File: src/hdl/bde_pkg.sv
// ----------------------------------------------------------------------------
// Bounded deque engine package
// Shared widths, operation and status codes, controller states and the
// command and status bundles that pass between the controller and datapath.
// ----------------------------------------------------------------------------
package bde_pkg;

    localparam int DEF_CAPACITY = 64;

    localparam int CMD_W  = 3;
    localparam int TAG_W  = 16;
    localparam int VAL_W  = 32;
    localparam int STAT_W = 2;
    localparam int OCC_W  = 7;
    localparam int CFG_W  = 7;

    typedef enum logic [CMD_W-1:0] {
        CMD_PUSH_FRONT = 3'd0,
        CMD_PUSH_BACK  = 3'd1,
        CMD_POP_FRONT  = 3'd2,
        CMD_POP_BACK   = 3'd3,
        CMD_PEEK_FRONT = 3'd4,
        CMD_PEEK_BACK  = 3'd5
    } t_cmd;

    typedef enum logic [STAT_W-1:0] {
        ST_OK    = 2'd0,
        ST_FULL  = 2'd1,
        ST_EMPTY = 2'd2
    } t_status;

    typedef enum logic [1:0] {
        S_IDLE,
        S_EXEC,
        S_LOAD
    } t_state;

    typedef struct packed {
        logic capture;
        logic execute;
        logic load;
    } t_dp_ctrl;

    typedef struct packed {
        logic out_free;
    } t_dp_status;

endpackage

File: src/hdl/bounded_deque_engine.sv
// A beat is captured, then executed with the registered read of the entry store,
// then loaded into the output register once it is free; no new beat is taken
// until the previous one is loaded.
// A finished result waits in the output register while the next beat runs.
// Synchronous reset empties the queue and clears the occupancy limit.
// ----------------------------------------------------------------------------
// Bounded deque engine
// Double-ended queue of tagged entries in a ring store with an occupancy
// limit; each beat performs one push, pop or peek and returns one result.
// ----------------------------------------------------------------------------
module bounded_deque_engine
    import bde_pkg::*;
#(
    parameter int CAPACITY = DEF_CAPACITY
) (
    input  logic              i_clk,
    input  logic              i_rst_n,
    input  logic              i_cfg_we,
    input  logic [CFG_W-1:0]  i_cfg_wdata,
    input  logic              i_in_valid,
    output logic              o_in_stall,
    input  logic [CMD_W-1:0]  i_cmd,
    input  logic [TAG_W-1:0]  i_entry_tag,
    input  logic [VAL_W-1:0]  i_entry_value,
    output logic              o_out_valid,
    input  logic              i_out_stall,
    output logic [STAT_W-1:0] o_status,
    output logic [TAG_W-1:0]  o_out_tag,
    output logic [VAL_W-1:0]  o_out_value,
    output logic [OCC_W-1:0]  o_occupancy
);

    t_dp_ctrl   dp_ctrl;
    t_dp_status dp_sts;

    bde_ctrl u_ctrl (
        .i_clk      (i_clk),
        .i_rst_n    (i_rst_n),
        .i_in_valid (i_in_valid),
        .o_in_stall (o_in_stall),
        .i_sts      (dp_sts),
        .o_ctrl     (dp_ctrl)
    );

    bde_datapath #(
        .CAPACITY (CAPACITY)
    ) u_datapath (
        .i_clk         (i_clk),
        .i_rst_n       (i_rst_n),
        .i_cfg_we      (i_cfg_we),
        .i_cfg_wdata   (i_cfg_wdata),
        .i_cmd         (i_cmd),
        .i_entry_tag   (i_entry_tag),
        .i_entry_value (i_entry_value),
        .i_ctrl        (dp_ctrl),
        .o_sts         (dp_sts),
        .o_out_valid   (o_out_valid),
        .i_out_stall   (i_out_stall),
        .o_status      (o_status),
        .o_out_tag     (o_out_tag),
        .o_out_value   (o_out_value),
        .o_occupancy   (o_occupancy)
    );

endmodule

File: src/hdl/bde_ram.sv
// ----------------------------------------------------------------------------
// Bounded deque engine RAM
// Simple dual-port memory with one write port and one registered read port.
// ----------------------------------------------------------------------------
module bde_ram #(
    parameter int WIDTH = 48,
    parameter int DEPTH = 64
) (
    input  logic                     i_clk,
    input  logic                     i_we,
    input  logic [$clog2(DEPTH)-1:0] i_waddr,
    input  logic [WIDTH-1:0]         i_wdata,
    input  logic                     i_re,
    input  logic [$clog2(DEPTH)-1:0] i_raddr,
    output logic [WIDTH-1:0]         o_rdata
);

    logic [WIDTH-1:0] r_mem [DEPTH];
    logic [WIDTH-1:0] r_rdata;

    always_ff @(posedge i_clk) begin
        if (i_we) begin
            r_mem[i_waddr] <= i_wdata;
        end
        if (i_re) begin
            r_rdata <= r_mem[i_raddr];
        end
    end

    assign o_rdata = r_rdata;

endmodule

File: src/hdl/bde_ctrl.sv
// ----------------------------------------------------------------------------
// Bounded deque engine controller
// Sequences each beat through capture, execution and result loading.
// ----------------------------------------------------------------------------
module bde_ctrl
    import bde_pkg::*;
(
    input  logic       i_clk,
    input  logic       i_rst_n,
    input  logic       i_in_valid,
    output logic       o_in_stall,
    input  t_dp_status i_sts,
    output t_dp_ctrl   o_ctrl
);

    t_state r_state;
    t_state n_state;

    always_ff @(posedge i_clk) begin
        if (!i_rst_n) begin
            r_state <= S_IDLE;
        end else begin
            r_state <= n_state;
        end
    end

    always_comb begin
        n_state = r_state;
        case (r_state)
            S_IDLE: begin
                if (i_in_valid) begin
                    n_state = S_EXEC;
                end
            end
            S_EXEC: begin
                n_state = S_LOAD;
            end
            S_LOAD: begin
                if (i_sts.out_free) begin
                    n_state = S_IDLE;
                end
            end
            default: begin
                n_state = S_IDLE;
            end
        endcase
    end

    always_comb begin
        o_ctrl     = '0;
        o_in_stall = 1'b1;
        case (r_state)
            S_IDLE: begin
                o_in_stall     = 1'b0;
                o_ctrl.capture = i_in_valid;
            end
            S_EXEC: begin
                o_ctrl.execute = 1'b1;
            end
            S_LOAD: begin
                o_ctrl.load = i_sts.out_free;
            end
            default: begin
                o_in_stall = 1'b1;
            end
        endcase
    end

`ifndef ASSERT_OFF
    a_exec_then_load: assert property (@(posedge i_clk) disable iff (!i_rst_n)
        r_state == S_EXEC |=> r_state == S_LOAD)
        else $error("Execution was not followed by result loading.");

    a_load_when_free: assert property (@(posedge i_clk) disable iff (!i_rst_n)
        o_ctrl.load |-> i_sts.out_free)
        else $error("Result loaded while the output register was occupied.");
`endif

endmodule

File: src/hdl/bde_datapath.sv
// ----------------------------------------------------------------------------
// Bounded deque engine datapath
// Holds the head index, entry count, limit register, entry store and the
// output register, and performs the operation of the captured beat.
// ----------------------------------------------------------------------------
module bde_datapath
    import bde_pkg::*;
#(
    parameter int CAPACITY = DEF_CAPACITY
) (
    input  logic                i_clk,
    input  logic                i_rst_n,
    input  logic                i_cfg_we,
    input  logic [CFG_W-1:0]    i_cfg_wdata,
    input  logic [CMD_W-1:0]    i_cmd,
    input  logic [TAG_W-1:0]    i_entry_tag,
    input  logic [VAL_W-1:0]    i_entry_value,
    input  t_dp_ctrl            i_ctrl,
    output t_dp_status          o_sts,
    output logic                o_out_valid,
    input  logic                i_out_stall,
    output logic [STAT_W-1:0]   o_status,
    output logic [TAG_W-1:0]    o_out_tag,
    output logic [VAL_W-1:0]    o_out_value,
    output logic [OCC_W-1:0]    o_occupancy
);

    localparam int AW   = $clog2(CAPACITY);
    localparam int CW   = $clog2(CAPACITY + 1);
    localparam int SW   = CW + 1;
    localparam int CMPW = (CW > CFG_W) ? CW : CFG_W;
    localparam int EW   = TAG_W + VAL_W;

    function automatic logic [AW-1:0] wrap(input logic [SW-1:0] s);
        logic [SW-1:0] cap;
        cap = SW'(CAPACITY);
        if (s >= cap) begin
            return AW'(s - cap);
        end
        return AW'(s);
    endfunction

    logic [CMD_W-1:0] r_cmd;
    logic [TAG_W-1:0] r_tag;
    logic [VAL_W-1:0] r_val;
    logic [AW-1:0]    r_head;
    logic [AW-1:0]    n_head;
    logic [CW-1:0]    r_count;
    logic [CW-1:0]    n_count;
    logic [CFG_W-1:0] r_limit;

    t_status          r_res_status;
    t_status          n_res_status;
    logic             r_res_rd;
    logic             n_res_rd;
    logic             r_res_peek;
    logic             n_res_peek;
    logic [OCC_W-1:0] r_res_occ;

    logic              r_out_valid;
    logic [STAT_W-1:0] r_out_status;
    logic [TAG_W-1:0]  r_out_tag;
    logic [VAL_W-1:0]  r_out_value;
    logic [OCC_W-1:0]  r_out_occ;

    logic [AW-1:0] head_p1;
    logic [AW-1:0] head_m1;
    logic [AW-1:0] tail_slot;
    logic [AW-1:0] last_slot;
    logic          is_full;
    logic          is_empty;
    logic          is_front;
    logic          ram_we;
    logic          ram_re;
    logic [AW-1:0] ram_waddr;
    logic [AW-1:0] ram_raddr;
    logic [EW-1:0] ram_rdata;

    assign head_p1   = wrap(SW'(r_head) + SW'(1));
    assign head_m1   = (r_head == '0) ? AW'(CAPACITY - 1) : r_head - AW'(1);
    assign tail_slot = wrap(SW'(r_head) + SW'(r_count));
    assign last_slot = wrap(SW'(r_head) + SW'(r_count) - SW'(1));

    assign is_full = (CMPW'(r_count) >= CMPW'(CAPACITY))
        || ((r_limit != '0) && (CMPW'(r_count) >= CMPW'(r_limit)));
    assign is_empty = (r_count == '0);
    assign is_front = r_cmd inside {CMD_PUSH_FRONT, CMD_POP_FRONT, CMD_PEEK_FRONT};

    always_comb begin
        n_head       = r_head;
        n_count      = r_count;
        n_res_status = ST_OK;
        n_res_rd     = 1'b0;
        n_res_peek   = 1'b0;
        ram_we       = 1'b0;
        ram_re       = 1'b0;
        ram_waddr    = tail_slot;
        ram_raddr    = r_head;
        if (i_ctrl.execute) begin
            case (r_cmd)
                CMD_PUSH_FRONT, CMD_PUSH_BACK: begin
                    if (is_full) begin
                        n_res_status = ST_FULL;
                    end else begin
                        ram_we  = 1'b1;
                        n_count = r_count + CW'(1);
                        if (is_front) begin
                            n_head    = head_m1;
                            ram_waddr = head_m1;
                        end
                    end
                end
                CMD_POP_FRONT, CMD_POP_BACK, CMD_PEEK_FRONT, CMD_PEEK_BACK: begin
                    if (is_empty) begin
                        n_res_status = ST_EMPTY;
                    end else begin
                        ram_re    = 1'b1;
                        n_res_rd  = 1'b1;
                        ram_raddr = is_front ? r_head : last_slot;
                        if (r_cmd inside {CMD_PEEK_FRONT, CMD_PEEK_BACK}) begin
                            n_res_peek = 1'b1;
                        end else begin
                            n_count = r_count - CW'(1);
                            if (is_front) begin
                                n_head = head_p1;
                            end
                        end
                    end
                end
                default: begin
                    n_res_status = ST_OK;
                end
            endcase
        end
    end

    bde_ram #(
        .WIDTH (EW),
        .DEPTH (CAPACITY)
    ) u_store (
        .i_clk   (i_clk),
        .i_we    (ram_we),
        .i_waddr (ram_waddr),
        .i_wdata ({r_tag, r_val}),
        .i_re    (ram_re),
        .i_raddr (ram_raddr),
        .o_rdata (ram_rdata)
    );

    always_ff @(posedge i_clk) begin
        if (i_ctrl.capture) begin
            r_cmd <= i_cmd;
            r_tag <= i_entry_tag;
            r_val <= i_entry_value;
        end
        if (i_ctrl.execute) begin
            r_res_status <= n_res_status;
            r_res_rd     <= n_res_rd;
            r_res_peek   <= n_res_peek;
            r_res_occ    <= OCC_W'(n_count);
        end
        if (i_ctrl.load) begin
            r_out_status <= r_res_status;
            r_out_tag    <= r_res_peek ? ram_rdata[VAL_W +: TAG_W] : '0;
            r_out_value  <= r_res_rd ? ram_rdata[VAL_W-1:0] : '0;
            r_out_occ    <= r_res_occ;
        end
    end

    always_ff @(posedge i_clk) begin
        if (!i_rst_n) begin
            r_head      <= '0;
            r_count     <= '0;
            r_limit     <= '0;
            r_out_valid <= 1'b0;
        end else begin
            r_head  <= n_head;
            r_count <= n_count;
            if (i_cfg_we) begin
                r_limit <= i_cfg_wdata;
            end
            if (i_ctrl.load) begin
                r_out_valid <= 1'b1;
            end else if (!i_out_stall) begin
                r_out_valid <= 1'b0;
            end
        end
    end

    assign o_sts.out_free = !r_out_valid || !i_out_stall;
    assign o_out_valid    = r_out_valid;
    assign o_status       = r_out_status;
    assign o_out_tag      = r_out_tag;
    assign o_out_value    = r_out_value;
    assign o_occupancy    = r_out_occ;

`ifndef ASSERT_OFF
    a_count_bound: assert property (@(posedge i_clk) disable iff (!i_rst_n)
        CMPW'(r_count) <= CMPW'(CAPACITY))
        else $error("Entry count exceeds the capacity.");

    a_no_rw_clash: assert property (@(posedge i_clk) disable iff (!i_rst_n)
        !(ram_we && ram_re))
        else $error("Store written and read in the same cycle.");

    a_push_counts: assert property (@(posedge i_clk) disable iff (!i_rst_n)
        ram_we |=> r_count == $past(r_count) + CW'(1))
        else $error("Successful push did not increment the count.");
`endif

endmodule

File: config.mk
export PLATFORM = sky130hd
export DESIGN_NAME = bounded_deque_engine
export DESIGN_NICKNAME = d
export VERILOG_FILES = /design/src/hdl/bde_pkg.sv /design/src/hdl/bounded_deque_engine.sv /design/src/hdl/bde_ram.sv /design/src/hdl/bde_ctrl.sv /design/src/hdl/bde_datapath.sv
export SDC_FILE = /design/constraint.sdc
export NUM_CORES = 2
export LEC_CHECK = 0
export BUFFER_PORTS_ARGS = -buffer_cell sky130_fd_sc_hd__clkbuf_2
export CAP_MARGIN = 30
export CORE_AREA = 5 5 598 600
export DETAILED_ROUTE_END_ITERATION = 10
export DIE_AREA = 0 0 603 605
export GPL_ROUTABILITY_DRIVEN = 1
export PLACE_DENSITY_LB_ADDON = 0.3
export SYNTH_ARGS = -nofsm -noshare
export SYNTH_HDL_FRONTEND = slang
export SYNTH_SLANG_ARGS = --single-unit
export TNS_END_PERCENT = 5
File: constraint.sdc
create_clock -name i_clk -period 9.1 [get_ports i_clk]
set_input_delay 0.455 -clock i_clk [delete_from_list [all_inputs] [get_ports i_clk]]
set_output_delay 0.455 -clock i_clk [all_outputs]
set_load 0.005 [all_outputs]
==> results.toml <==
[outcome]
outcome = "complete, but fails checks"
violations = "DRC"

[power_and_ir_drop]
power.static_leakage_nw = 50.8
p_sw_mw = 7.11
pwr_density_cell_mw_per_mm2 = 222
share_clk_of_total_power_pct = 42.5
ir_drop_mv = 0.210
power.switching_fraction_pct = 22.2
logic_gate_share_of_total_power_pct = 5.5
fin_total_pwr_mw = 32.0
p_seq_share_pct = 52.0
intPower_mw = 24.9

[route]
ant_nets = 0
drt-pass1-iter-count = 11
initialDrtViolationCount = 10600
routed_wirelength_mm = 394
dr_total_vias = 75300
drt_drc_violations_left = 3
drt-wirelength-per-cell_um = 30.3
vias_per_cell = 5.80

[setup_path]
timing.setup.critical_path_class = "reg -> reg"
crit_reg_reg_startpoint = "u_datapath.r_count[1]$_SDFF_PN0_"
r2r_end = "u_datapath.u_store.o_rdata[41]$_DFFE_PP_"
worstRegToRegCells = 13
worstSetupEndpoint = "u_datapath.u_store.o_rdata[41]$_DFFE_PP_"
endpoint_required_time_on_the_critical_path_ns = 9.69
critical_path.startpoint = "u_datapath.r_count[1]$_SDFF_PN0_"
reg2reg_slack_ns = 3.19
critical_path_peak_fanout = 113
endpoint_kind = "register"
crit_arrival_ns = 6.49
type_of_element_launching_the_critical_path = "register"

[yosys]
synth_top_area_share_pct = 77.3
ys_seq_area_share_pct = 77.7
mean_instance_size_in_the_synthesized_netlist_um2 = 16.1
synth_top_cells_by_count = "3239 x sky130_fd_sc_hd__edfxtp_1, 1456 x sky130_fd_sc_hd__nand2_1, 588 x sky130_fd_sc_hd__mux2i_1"
post_synth_inst_count = 7826
synth_enable_flop_cells = 3239
postSynth.asyncResetShare_pct = 0
post_synth_main_area_contributors = "sky130_fd_sc_hd__edfxtp_1 77%, sky130_fd_sc_hd__mux2i_1 4.7%, sky130_fd_sc_hd__nand2_1 4.3%, sky130_fd_sc_hd__a21oi_1 2.3%, sky130_fd_sc_hd__a32oi_1 2.2%"
most_repeated_cell_in_the_gate_level_netlist_after_synthesis = "sky130_fd_sc_hd__edfxtp_1"
yosys.area.top_type = "sky130_fd_sc_hd__edfxtp_1"
netlist_area_before_placement_mm2 = 0.126
post_synth_fa_ha_maj_area_fraction_pct = 0.195
synth.mux.area_fraction_pct = 4.75
synth_xor_xnor_area_share_pct = 0.147
yosysWarningCount = 0
largest_family_of_logic_cells_by_synthesized_area = "compound AO/OA/AOI/OAI gates"
synth-seq-cells = 3262
post_synthesis_compound_gate_area_fraction_pct = 9.13
ys.flop_type = "sky130_fd_sc_hd__edfxtp_1"
syn_nets = 7908
synth_cell_types = 68
yosys.area_share.simple_pct = 5.96

[cells_and_area]
ff_latch_area_mm2 = 0.0977
nNetsFinal = 8156
fillerInstances = 31100
synthToLayoutAreaGrowth_pct = 14.6
instances_no_fill = 13000
drive_above_1_share_pct = 11.1
finalCoreUtilization_pct = 41.0
multi_input_area_mm2 = 0.0261
postLayoutCellArea_mm2 = 0.144

[global_route]
grt_max_degree = 169
grt_util_all_layers_pct = 20.7
grt_first_pass_wirelength_mm = 550
grt_antenna_before_repair = 29
gr-total-overflow = 0
first_global_vias = 71900

[timing]
final_layout_worst_hold_slack_ns = 0.263
slew_limit_fails = 0
worst-slew-pin-transition_ns = 1.18
max-slew-margin-rel_pct = 21.6
clock_skew_ns = 0.0767
layout_worst_path_cycle_share_pct = 64.9
hold_viol = 0
final-setup-viol-count = 0
fmax_mhz = 169
rsz0062_at_grt = "no"
fin_ws_ns = 3.19
fin_setup_tns_ns = 0
finalCriticalPeriod_ns = 5.91

[cts]
clockBufferDepth = 4
numClockSinks = 3262
cts_tree = "done"
clock_tree.htree_level_count = 5
cts_buffers = 339
clock_tree.root_cell = "sky130_fd_sc_hd__clkbuf_16"
worstSkewPairLatency_ns = 0.90
cts.clk_slew.worst_paths_ns = 0.06
post_cts_resized = 0

[floorplan]
design.core.area_mm2 = 0.352
std_cell_rows = 218
dieArea_mm2 = 0.365
die_outline_height_um = 605
fp.dieW_um = 603
starting_utilization_of_the_core_area_pct = 35.8
num_io_pins = 122

[placed_design]
placed_cell_area_mm2 = 0.133
hpwlAfterDp_mm = 224
pre_cts_worst_setup_slack_ns = 3.25
post-place-cells = 12300
place.port_buffers = 121
gp_routability_congestion = 0.899

[run]
cap_viol_max_count = 0

[hold_path]
hold_class = "in -> reg"
## logic make-up (layout without fill, tap and decap cells)
kind of cell | count (synthesis) | after routing
compound gates | 1554 | 1554
xor+xnor | 17 | 17
fa+ha+maj | 19 | 19
buf+inv | 552 | 1063
flops | 3262 | 3262
mux | 596 | 596
other cells | 0 | 28
simple gates | 1826 | 1826
## worst max-delay path, stage by stage, from the launching register on
cell	delay [ns]
sky130_fd_sc_hd__dfxtp_1	0.43
sky130_fd_sc_hd__inv_1	0.17
sky130_fd_sc_hd__ha_1	0.22
sky130_fd_sc_hd__or3b_2	0.53
sky130_fd_sc_hd__o211a_1	0.41
sky130_fd_sc_hd__o21ai_4	0.33
sky130_fd_sc_hd__buf_12	0.51
sky130_fd_sc_hd__buf_4	0.84
sky130_fd_sc_hd__buf_12	0.50
sky130_fd_sc_hd__mux2i_1	0.26
sky130_fd_sc_hd__a32o_1	0.14
sky130_fd_sc_hd__a221oi_1	0.06
sky130_fd_sc_hd__a222oi_1	0.75
sky130_fd_sc_hd__nand4_1	0.18
## worst min-delay path by stage
stage | cells after the start | end | slack (ns) | startpoint
6_report | 2 | u_datapath.r_val[6]$_DFFE_PP_ | 0.26 | i_entry_value[6]
5_1_grt | 2 | u_datapath.r_cmd[0]$_DFFE_PP_ | 0.24 | i_cmd[0]
4_1_cts | 2 | u_datapath.r_cmd[0]$_DFFE_PP_ | 0.21 | i_cmd[0]
3_5_place_dp | 0 | u_datapath.o_status[1]$_DFFE_PP_ | 0.41 | u_datapath.r_res_status[1]$_DFFE_PN_
3_3_place_gp | 0 | u_datapath.o_status[1]$_DFFE_PP_ | 0.41 | u_datapath.r_res_status[1]$_DFFE_PN_
2_1_floorplan | 0 | u_datapath.o_occupancy[0]$_DFFE_PP_ | 0.40 | u_datapath.r_res_occ[0]$_DFFE_PN_
## layer usage
layer	wire length [um]	GRT usage, %
met1	159000	28.7
met2	183000	32.7
met3	35200	3.52
met4	16600	8.19
met5	89	0
## flip-flops by register name, indices dropped and copies added (netlist names)
signal	flops
u_datapath.r_cmd	3
u_datapath.o_out_value	32
u_datapath.r_val	32
u_datapath.u_store.o_rdata	48
u_datapath.r_res_status	2
u_datapath.r_res_occ	7
u_datapath.r_res_rd	1
u_datapath.r_tag	16
u_datapath.u_store.r_mem	3072
u_datapath.r_res_peek	1
u_datapath.o_out_tag	16
u_datapath.o_out_valid	1
u_datapath.r_limit	7
u_datapath.o_status	2
u_datapath.r_head	6
u_datapath.r_count	7
u_datapath.o_occupancy	7
u_ctrl.r_state	2
## placed cells by master, fill, tap and decap left out, drive strengths merged, types with 17 or more instances in the layout
cell / netlist / layout
bufinv: 0 / 32
nand4: 143 / 143
a221oi: 189 / 189
a22oi: 175 / 175
inv: 20 / 34
a21oi: 575 / 575
clkinv: 0 / 137
a32o: 191 / 191
nand2: 1456 / 1456
buf: 292 / 250
a222oi: 46 / 46
dfxtp: 23 / 23
edfxtp: 3239 / 3239
nor2: 100 / 100
o21ai: 17 / 17
nand3: 28 / 28
mux2i: 588 / 588
diode: 0 / 28
a32oi: 314 / 314
ha: 18 / 18
and2: 58 / 58
clkbuf: 240 / 535
dlygate4sd3: 0 / 68
## what timing repair did
item                      4_1_cts  5_1_grt
setup buffers                   0        0
hold buffers                   68        0
hold endpoints to repair       69        0
## cell type report
type                       count  area share, %
inverter                      20         0.0520
clock inverter               190           1.33
tap                         4620           4.01
timing repair buffer         439           2.61
clock buffer                 414           6.12
antenna                       28         0.0486
sequential                  3262           67.7
multi-input combinational   4012           18.1
## power by group through the flow
stage               Combinational, mW  Clock (mW)  Sequential, mW
CTS                              1.75        13.8            16.6
global route                     1.83        14.4            16.6
floorplan                       0.812           0            17.1
global placement                 1.69           0            17.0
detailed placement               1.72           0            17.0
finish                           1.76        13.6            16.6
No activity file was read; power rests on OpenSTA's default activity.
